## src/rtl/csdb_pkg.sv

```systemverilog
`timescale 1ns / 1ps
// Shared types and constants of the cubic B-spline evaluator.
// No dependencies; imported by the controller, datapath and top level.
package csdb_pkg;

	// func field codes
	localparam logic [1:0] FUNC_WR_KNOT = 2'd0;
	localparam logic [1:0] FUNC_WR_COEF = 2'd1;
	localparam logic [1:0] FUNC_EVAL    = 2'd2;
	localparam logic [1:0] FUNC_DERIV   = 2'd3;

	// Q16.16 blend weight limit (2^29)
	localparam logic signed [51:0] WEIGHT_MAX = 52'sd536870912;
	localparam logic signed [51:0] WEIGHT_MIN = -52'sd536870912;

	typedef enum logic [1:0] {
		ERR_OK   = 2'd0,
		ERR_SPAN = 2'd1,
		ERR_ZERO = 2'd2
	} err_t;

	typedef enum logic [3:0] {
		OP_NOP,
		OP_CAPTURE,
		OP_WRITE,
		OP_LOAD_D,
		OP_DIV_BLEND,
		OP_DIV_DCOEF,
		OP_CLAMP,
		OP_MUL,
		OP_BLEND_WB,
		OP_DCOEF_WB,
		OP_OUTPUT
	} op_t;

	typedef struct packed {
		op_t        op;
		logic [1:0] dsel;
		logic       lat_lo;
		logic       lat_hi;
		logic       lat_ca;
		logic       lat_cb;
	} dp_cmd_t;

	typedef struct packed {
		logic knot_gt;
		logic div_busy;
		logic zero_seen;
		logic out_free;
	} dp_sts_t;

	function automatic logic signed [31:0] sat32(input logic signed [64:0] v);
		if (v > 65'sd2147483647)
			return 32'sh7fffffff;
		else if (v < -65'sd2147483648)
			return 32'sh80000000;
		else
			return v[31:0];
	endfunction

endpackage

```

## src/rtl/csdb_ctrl.sv

```systemverilog
`timescale 1ns / 1ps
// Controller: span search, de Boor step sequencing and the knots_in_use register.
// Depends on csdb_pkg; commands csdb_dpath.
module csdb_ctrl #(
	parameter int MAX_KNOTS = 64
) (
	input  logic                          clk,
	input  logic                          arst_n,
	input  logic                          in_valid,
	output logic                          in_ready,
	input  logic [1:0]                    in_func,
	input  logic                          cfg_valid,
	output logic                          cfg_ready,
	input  logic [6:0]                    cfg_data,
	output csdb_pkg::dp_cmd_t             cmd,
	output logic [$clog2(MAX_KNOTS)-1:0]  kaddr,
	output logic [$clog2(MAX_KNOTS)-1:0]  caddr,
	output csdb_pkg::err_t                out_err,
	output logic [5:0]                    out_span,
	input  csdb_pkg::dp_sts_t             sts
);
	import csdb_pkg::*;

	localparam int KW = $clog2(MAX_KNOTS);
	localparam int NW = $clog2(MAX_KNOTS + 1);
	localparam int AW = KW + 2;

	typedef enum logic [4:0] {
		S_IDLE, S_WRITE, S_SCAN_RD, S_SCAN_CMP, S_CHECK,
		S_LD_RD, S_LD_LAT,
		S_DC_RD0, S_DC_RD1, S_DC_LAT, S_DC_DIV, S_DC_WAIT, S_DC_WB,
		S_BL_RLO, S_BL_RHI, S_BL_LHI, S_BL_DIV, S_BL_WAIT, S_BL_CLAMP,
		S_BL_MUL, S_BL_WB, S_FIN
	} state_t;

	state_t        state_q;
	logic [6:0]    knots_q;
	logic [KW-1:0] i_q, k_q;
	logic          kval_q, deriv_q, spanerr_q;
	logic [1:0]    j_q, r_q;

	logic [NW-1:0] n_eff;
	logic [AW-1:0] kx, jx, rx, nx;
	logic [AW-1:0] lo_idx, hi_idx;
	logic [1:0]    jtop;
	logic          span_bad;

	always_comb begin
		if (knots_q < 7'd8)
			n_eff = NW'(8);
		else if (32'(knots_q) > MAX_KNOTS)
			n_eff = NW'(MAX_KNOTS);
		else
			n_eff = NW'(knots_q);
	end

	assign kx = AW'(k_q);
	assign jx = AW'(j_q);
	assign rx = AW'(r_q);
	assign nx = AW'(n_eff);
	assign lo_idx = kx + jx - (deriv_q ? AW'(2) : AW'(3));
	assign hi_idx = kx + jx + AW'(1) - rx;
	assign jtop   = deriv_q ? 2'd2 : 2'd3;
	assign span_bad = !kval_q || kx < AW'(3) || kx + AW'(5) > nx;

	assign cfg_ready = 1'b1;
	assign in_ready  = (state_q == S_IDLE);
	assign out_span  = kval_q ? 6'(k_q) : 6'd0;

	always_comb begin
		if (spanerr_q)
			out_err = ERR_SPAN;
		else if (sts.zero_seen)
			out_err = ERR_ZERO;
		else
			out_err = ERR_OK;
	end

	always_comb begin
		cmd   = '{op: OP_NOP, dsel: j_q, lat_lo: 1'b0, lat_hi: 1'b0,
		          lat_ca: 1'b0, lat_cb: 1'b0};
		kaddr = i_q;
		caddr = KW'(kx + jx - AW'(3));
		case (state_q)
			S_IDLE:     if (in_valid) cmd.op = OP_CAPTURE;
			S_WRITE:    cmd.op = OP_WRITE;
			S_LD_LAT:   cmd.op = OP_LOAD_D;
			S_DC_RD0: begin
				caddr = KW'(kx + jx - AW'(2));
				kaddr = KW'(kx + jx + AW'(1));
			end
			S_DC_RD1: begin
				caddr = KW'(kx + jx - AW'(3));
				kaddr = KW'(kx + jx - AW'(2));
				cmd.lat_ca = 1'b1;
				cmd.lat_hi = 1'b1;
			end
			S_DC_LAT: begin
				cmd.lat_cb = 1'b1;
				cmd.lat_lo = 1'b1;
			end
			S_DC_DIV:   cmd.op = OP_DIV_DCOEF;
			S_DC_WB:    cmd.op = OP_DCOEF_WB;
			S_BL_RLO:   kaddr = KW'(lo_idx);
			S_BL_RHI: begin
				kaddr = KW'(hi_idx);
				cmd.lat_lo = 1'b1;
			end
			S_BL_LHI:   cmd.lat_hi = 1'b1;
			S_BL_DIV:   cmd.op = OP_DIV_BLEND;
			S_BL_CLAMP: cmd.op = OP_CLAMP;
			S_BL_MUL:   cmd.op = OP_MUL;
			S_BL_WB:    cmd.op = OP_BLEND_WB;
			S_FIN:      if (sts.out_free) cmd.op = OP_OUTPUT;
			default: ;
		endcase
	end

	always_ff @(posedge clk or negedge arst_n) begin
		if (!arst_n) begin
			state_q   <= S_IDLE;
			knots_q   <= 7'd8;
			i_q       <= '0;
			k_q       <= '0;
			kval_q    <= 1'b0;
			deriv_q   <= 1'b0;
			spanerr_q <= 1'b0;
			j_q       <= '0;
			r_q       <= '0;
		end else begin
			if (cfg_valid)
				knots_q <= cfg_data;
			case (state_q)
				S_IDLE: begin
					if (in_valid) begin
						i_q       <= '0;
						kval_q    <= 1'b0;
						spanerr_q <= 1'b0;
						deriv_q   <= (in_func == FUNC_DERIV);
						state_q   <= in_func[1] ? S_SCAN_RD : S_WRITE;
					end
				end
				S_WRITE:   state_q <= S_FIN;
				S_SCAN_RD: state_q <= S_SCAN_CMP;
				S_SCAN_CMP: begin
					if (sts.knot_gt) begin
						state_q <= S_CHECK;
					end else begin
						k_q    <= i_q;
						kval_q <= 1'b1;
						if (AW'(i_q) == nx - AW'(1)) begin
							state_q <= S_CHECK;
						end else begin
							i_q     <= i_q + KW'(1);
							state_q <= S_SCAN_RD;
						end
					end
				end
				S_CHECK: begin
					j_q <= '0;
					if (span_bad) begin
						spanerr_q <= 1'b1;
						state_q   <= S_FIN;
					end else begin
						state_q <= deriv_q ? S_DC_RD0 : S_LD_RD;
					end
				end
				S_LD_RD:  state_q <= S_LD_LAT;
				S_LD_LAT: begin
					if (j_q == 2'd3) begin
						r_q     <= 2'd1;
						state_q <= S_BL_RLO;
					end else begin
						j_q     <= j_q + 2'd1;
						state_q <= S_LD_RD;
					end
				end
				S_DC_RD0:  state_q <= S_DC_RD1;
				S_DC_RD1:  state_q <= S_DC_LAT;
				S_DC_LAT:  state_q <= S_DC_DIV;
				S_DC_DIV:  state_q <= S_DC_WAIT;
				S_DC_WAIT: if (!sts.div_busy) state_q <= S_DC_WB;
				S_DC_WB: begin
					if (j_q == 2'd2) begin
						r_q     <= 2'd1;
						state_q <= S_BL_RLO;
					end else begin
						j_q     <= j_q + 2'd1;
						state_q <= S_DC_RD0;
					end
				end
				S_BL_RLO:   state_q <= S_BL_RHI;
				S_BL_RHI:   state_q <= S_BL_LHI;
				S_BL_LHI:   state_q <= S_BL_DIV;
				S_BL_DIV:   state_q <= S_BL_WAIT;
				S_BL_WAIT:  if (!sts.div_busy) state_q <= S_BL_CLAMP;
				S_BL_CLAMP: state_q <= S_BL_MUL;
				S_BL_MUL:   state_q <= S_BL_WB;
				S_BL_WB: begin
					if (j_q == r_q) begin
						if (r_q == jtop) begin
							state_q <= S_FIN;
						end else begin
							r_q     <= r_q + 2'd1;
							j_q     <= jtop;
							state_q <= S_BL_RLO;
						end
					end else begin
						j_q     <= j_q - 2'd1;
						state_q <= S_BL_RLO;
					end
				end
				S_FIN: if (sts.out_free) state_q <= S_IDLE;
				default: state_q <= S_IDLE;
			endcase
		end
	end

endmodule

```

## config.mk

```make
export PLATFORM = sky130hd
export DESIGN_NAME = csdb_ctrl
export DESIGN_NICKNAME = d
export VERILOG_FILES = /design/src/rtl/csdb_pkg.sv /design/src/rtl/csdb_ctrl.sv
export SDC_FILE = /design/constraint.sdc
export NUM_CORES = 1
export LEC_CHECK = 0
export BUFFER_PORTS_ARGS = -buffer_cell sky130_fd_sc_hd__buf_2
export CAP_MARGIN = 20
export CELL_PAD_IN_SITES_DETAIL_PLACEMENT = 0
export CELL_PAD_IN_SITES_GLOBAL_PLACEMENT = 2
export CORE_UTILIZATION = 31
export CTS_CLUSTER_DIAMETER = 200
export CTS_CLUSTER_SIZE = 16
export DETAILED_ROUTE_END_ITERATION = 6
export GPL_ROUTABILITY_DRIVEN = 0
export PLACE_DENSITY = 0.82
export REMOVE_ABC_BUFFERS = 1
export SLEW_MARGIN = 0
export SYNTH_ARGS = -nofsm -noshare
export SYNTH_HDL_FRONTEND = slang
export SYNTH_SLANG_ARGS = --single-unit
export TNS_END_PERCENT = 100
```

## constraint.sdc

```tcl
create_clock -name clk -period 2.96 [get_ports clk]
set_clock_uncertainty 0.15 [all_clocks]
set_input_delay 0.148 -clock clk [delete_from_list [all_inputs] [get_ports clk]]
set_output_delay 0.148 -clock clk [all_outputs]
set_load 0.02 [all_outputs]
```

* Word level (Yosys, flattened, before mapping)
Cells that the tools add are included.
** Operators by class
- Add/subtract/negate cells :: 12
- Order comparisons :: 4
- Equality and inequality tests :: 41
- Mux-type cells :: 49
- Bitwise operators :: 1
- Reductions and logical operators :: 18
** Operators with widths (count)
- $pmux 5 s22 :: 1
- $eq 5x4->1 const B :: 8
- $pmux 4 s10 :: 1
- $mux 5 :: 7
- $eq 5x5->1 const B :: 6
- $mux 6 :: 5
- $ne 2x2->1 const B :: 13
- $mux 2 :: 12
- $pmux 6 s4 :: 1
- $eq 5x3->1 const B :: 4
- $mux 7 :: 2
- $add 6x1->6 const B :: 2
- $mux 4 :: 3
- $pmux 6 s2 :: 1
- $reduce_and 4->1 :: 3
- $sub 6x2->6 :: 2
- $sub 6x2->6 const B :: 2
- $eq 5x2->1 const B :: 2
- $mux 1 :: 10
- $eq 6x8->1 :: 1
- $pmux 2 s4 :: 1
- $sub 7x1->8 const B :: 1
- $add 6x3->7 const B :: 1
- $gt 7x7->1 :: 1
- 24 further kinds :: 35
** Storage, ports and cells
- Register bits after elaboration :: 31
- Input port bits :: 17
- Output and inout bits :: 32
- Logic and storage cells :: 134

* Logic depth before layout (Yosys ltp)
- Depth after elaboration :: 8
- Mapped depth :: 12
- Mapped depth without buffers :: 11

* Least setup slack after synthesis
Ideal clock, no wire load.
- Path type :: register to output
- Start :: register j_q[0]
- End :: output kaddr[4]
- Data arrival time :: 3.101 ns
- Data required time :: 2.662 ns
- Path slack :: -0.439 ns
- Stages on the path, launching flop included :: 12
- Path through :: dfrtp_1 ha_1 fa_1 ha_1 inv_1 fa_1 inv_1 nor2_1 a211oi_1 a31oi_1 xnor2_1 o21ai_0
** Between the ends
- Longest elaborated chain between the ends :: 4
- Elaborated cells on any way between the ends :: 6
- Classes of those cells :: 5 x add/sub; 1 x mux
** Ends and longest elaborated chain
- start, declared :: RTL line csdb_ctrl.sv:40 : logic [1:0] j_q, r_q;
- start signal, assigned :: RTL line csdb_ctrl.sv:174 : j_q <= j_q + 2'd1;
- start signal, assigned :: RTL line csdb_ctrl.sv:188 : j_q <= j_q + 2'd1;
- start signal, assigned :: RTL line csdb_ctrl.sv:205 : j_q <= jtop;
- $add 6x2->6 (*)
- $add 6x1->6 :: RTL line csdb_ctrl.sv:62, csdb_ctrl.sv:90
- $sub 6x2->6 :: RTL line csdb_ctrl.sv:62 : assign hi_idx = kx + jx + AW'(1) - rx;
- $pmux 6 s4 (*) :: RTL line csdb_ctrl.sv:84 : case (state_q)
- end, declared :: RTL line csdb_ctrl.sv:16 : output logic [$clog2(MAX_KNOTS)-1:0] kaddr,
Every way passes the cells marked *; elsewhere a longest branch is shown, timed or not.

* Worst setup path in the final report
- Start :: register j_q[0]
- End :: output kaddr[5]
Same word-level chain as after synthesis.

==> impl_metrics.ini <==
[setup_path]
start_kind = flop
path_class = flop to output pin
arrival_ns = 2.91
r2r_slack_ns = 0.22
worstPathMaxFanout = 3
endpoint_kind = output pin
required_ns = 2.66

[sta]
rsz0062_at_grt = true
max_slew_margin = 0.506
hold_viol = 0
drv_slew = 0
period_share = 1.08
fin_hold_ws_ns = 0.0103
period_needed_ns = 3.21
clock.fmax_ghz = 0.312
finalWorstSetupSlack_ns = -0.248
tns_ns = -0.659
setup_viol = 5
worst-slew-pin-transition_ns = 0.741

[status]
failed_checks = design-rule violations, negative setup slack
status = finished with violations

[pwr]
swShare = 0.508
power_mw = 4.51
power_frac_seq = 0.173
pwr-share-comb = 0.751
powerDensity_nw_per_um2 = 1050
switchingPower_mw = 2.29
intPower_mw = 2.22
leakagePower_nw = 1.90
ir_worst_vdd_mv = 0.690
clkPwrFrac = 0.075

[clock_tree]
path_clk_slew_ns = 0.07
cts-buffers-inserted = 5
clk_path_buf_depth = 2
cts_htree_levels = 2
clock_latency_ns = 0.29
cts_root_buf = clkbuf_8
cts_tree = built
clock_sinks = 31

[synthesis]
ys_top_cells_by_area = dfrtp_1 22%, ha_1 7.6%, xnor2_1 5.6%, nand2_1 5.6%, nor2_1 4.5%
synth.most_common_cell = nand2_1
synthDistinctLibCells = 65
synth.largest_area_cell = dfrtp_1
yosysTopAreaCellShare = 0.218
synth_common_cells = 51 x nand2_1, 41 x nor2_1, 30 x dfrtp_1, 27 x o21ai_0, 24 x inv_1
synthCells = 443
synth-seq-area-share = 0.226
syn_area_um2 = 3440
syn_avg_cell_area_um2 = 7.77
ys_ff_latch = 31
ys.flop_type = dfrtp_1
ys_async_sr_fraction = 1.00
synth_edf_count = 0
synth_warnings = 0

[finish]
multiInputGateArea_um2 = 2530
ff_latch_area_um2 = 777
drive_gt1_frac = 0.232
area_growth_pct = 24.3
fillers = 1156
antenna_cells = 0
nNetsFinal = 557
final_cells = 658

[routing]
routed-via-count = 3494
routed_wl_um = 10200
ant_nets = 0
drt_iter0_markers = 246
route.detailed.drc = 1
wl_per_cell_um = 15.5
firstDrtPassIters = 7
via_per_inst = 5.31

[floorplanning]
pin_count = 49
core_area_um2 = 10800
rows = 38
initial_core_util = 0.317
die_area_um2 = 11500
die_x_um = 107
die_height_um = 107

[grt]
antenna_found_initial = 0
grt-ovfl-total = 0
grt_pass1_vias = 3383
grt_max_degree = 32
grt_pass1_wl_um = 17200
grt_usage = 0.187

[run]
max-cap-violations = 0

[place]
port_buffers = 47
hpwlAfterDp_um = 7880
dpl.cell_count = 638

[hold_path]
hold_path.class = input port to flop
registers in the layout, summed over array words and instances, names as in the netlist:
register / flops
deriv_q: 1
k_q: 6
j_q: 2
knots_q: 7
i_q: 6
state_q: 5
spanerr_q: 1
kval_q: 1
r_q: 2
timing repair:
action | CTS | global route
endpoints found under the hold margin | 38 | 0
hold buffers | 10 | 0
resized for setup | 16 | 5
buffers inserted | 0 | 2
pin swaps | 9 | 7
setup endpoints to repair | 7 | 7
power groups by stage:
stage          Sequential [mW]  Clock, mW  Combinational (mW)
6_report                 0.782      0.338                3.39
5_1_grt                  0.809      0.367                3.72
4_1_cts                  0.778      0.345                3.34
3_5_place_dp             0.785          0                3.10
3_3_place_gp             0.779          0                3.08
2_1_floorplan            0.858          0                2.00
metal layers:
layer	wire, µm	up-vias	track usage
li1	-	1717	-
met1	4920	1679	0.263
met3	422	10	0.0212
met2	4770	88	0.308
met5	0	-	0
met4	112	0	0.0391
cell families (layout without fill, tap and decap cells):
family          Yosys count  after routing  synth area share
mux                      17             17            0.0527
compound gates          106            106             0.209
other cells               1              1           0.00109
xor+xnor                 37             37             0.103
simple gates            178            178             0.256
buf+inv                  49            124            0.0611
fa+ha+maj                24             24            0.0909
flops                    31             31             0.226
cells in the final DEF, fill, tap and decap left out, types with 18 or more instances in the layout:
cell,count
ha_1,18
buf_2,43
xnor2_1,22
inv_1,23
dfrtp_1,30
o21ai_0,26
buf_4,36
nor2_1,41
nand2_1,51
a21oi_1,21
through the flow:
stage               instance area [µm²]  utilization  worst slack, ns
global route                       4280        0.395           -0.388
detailed placement                 3980        0.367           -0.157
finish                             4280        0.395           -0.248
global placement                   3980        0.367           -0.102
CTS                                4230        0.390           -0.370
floorplan                          3320            -           -0.440
worst max-delay path, cell delays in order (launching register included):
cell and delay (ns):
dfrtp_1 0.39, ha_2 0.20, fa_2 0.56, ha_4 0.22, ha_4 0.21, nor2b_4 0.12, nor3_4 0.14, mux2i_1 0.25
o32ai_2 0.10, xnor2_1 0.15, nand2_1 0.07, nand3_1 0.10, buf_6 0.12
layout make-up:
class | instances | area share
clock buffers | 6 | 0.0170
clock inverters | 2 | 0.00293
inverters | 24 | 0.0211
multi-input cells | 363 | 0.592
flip-flops and latches | 31 | 0.182
well taps | 140 | 0.0410
repair buffers | 92 | 0.145
path summary, 6_finish.rpt:
path	start	end	cells after the start
min	cfg_valid	knots_q[3]	2
max reg2reg	knots_q[3]	state_q[1]	9
min reg2reg	spanerr_q	spanerr_q	1
max	j_q[0]	kaddr[5]	12
min in group asynchronous	arst_n	k_q[0]	2
max in group asynchronous	arst_n	k_q[3]	2
Power figures use the tool's default switching activity.
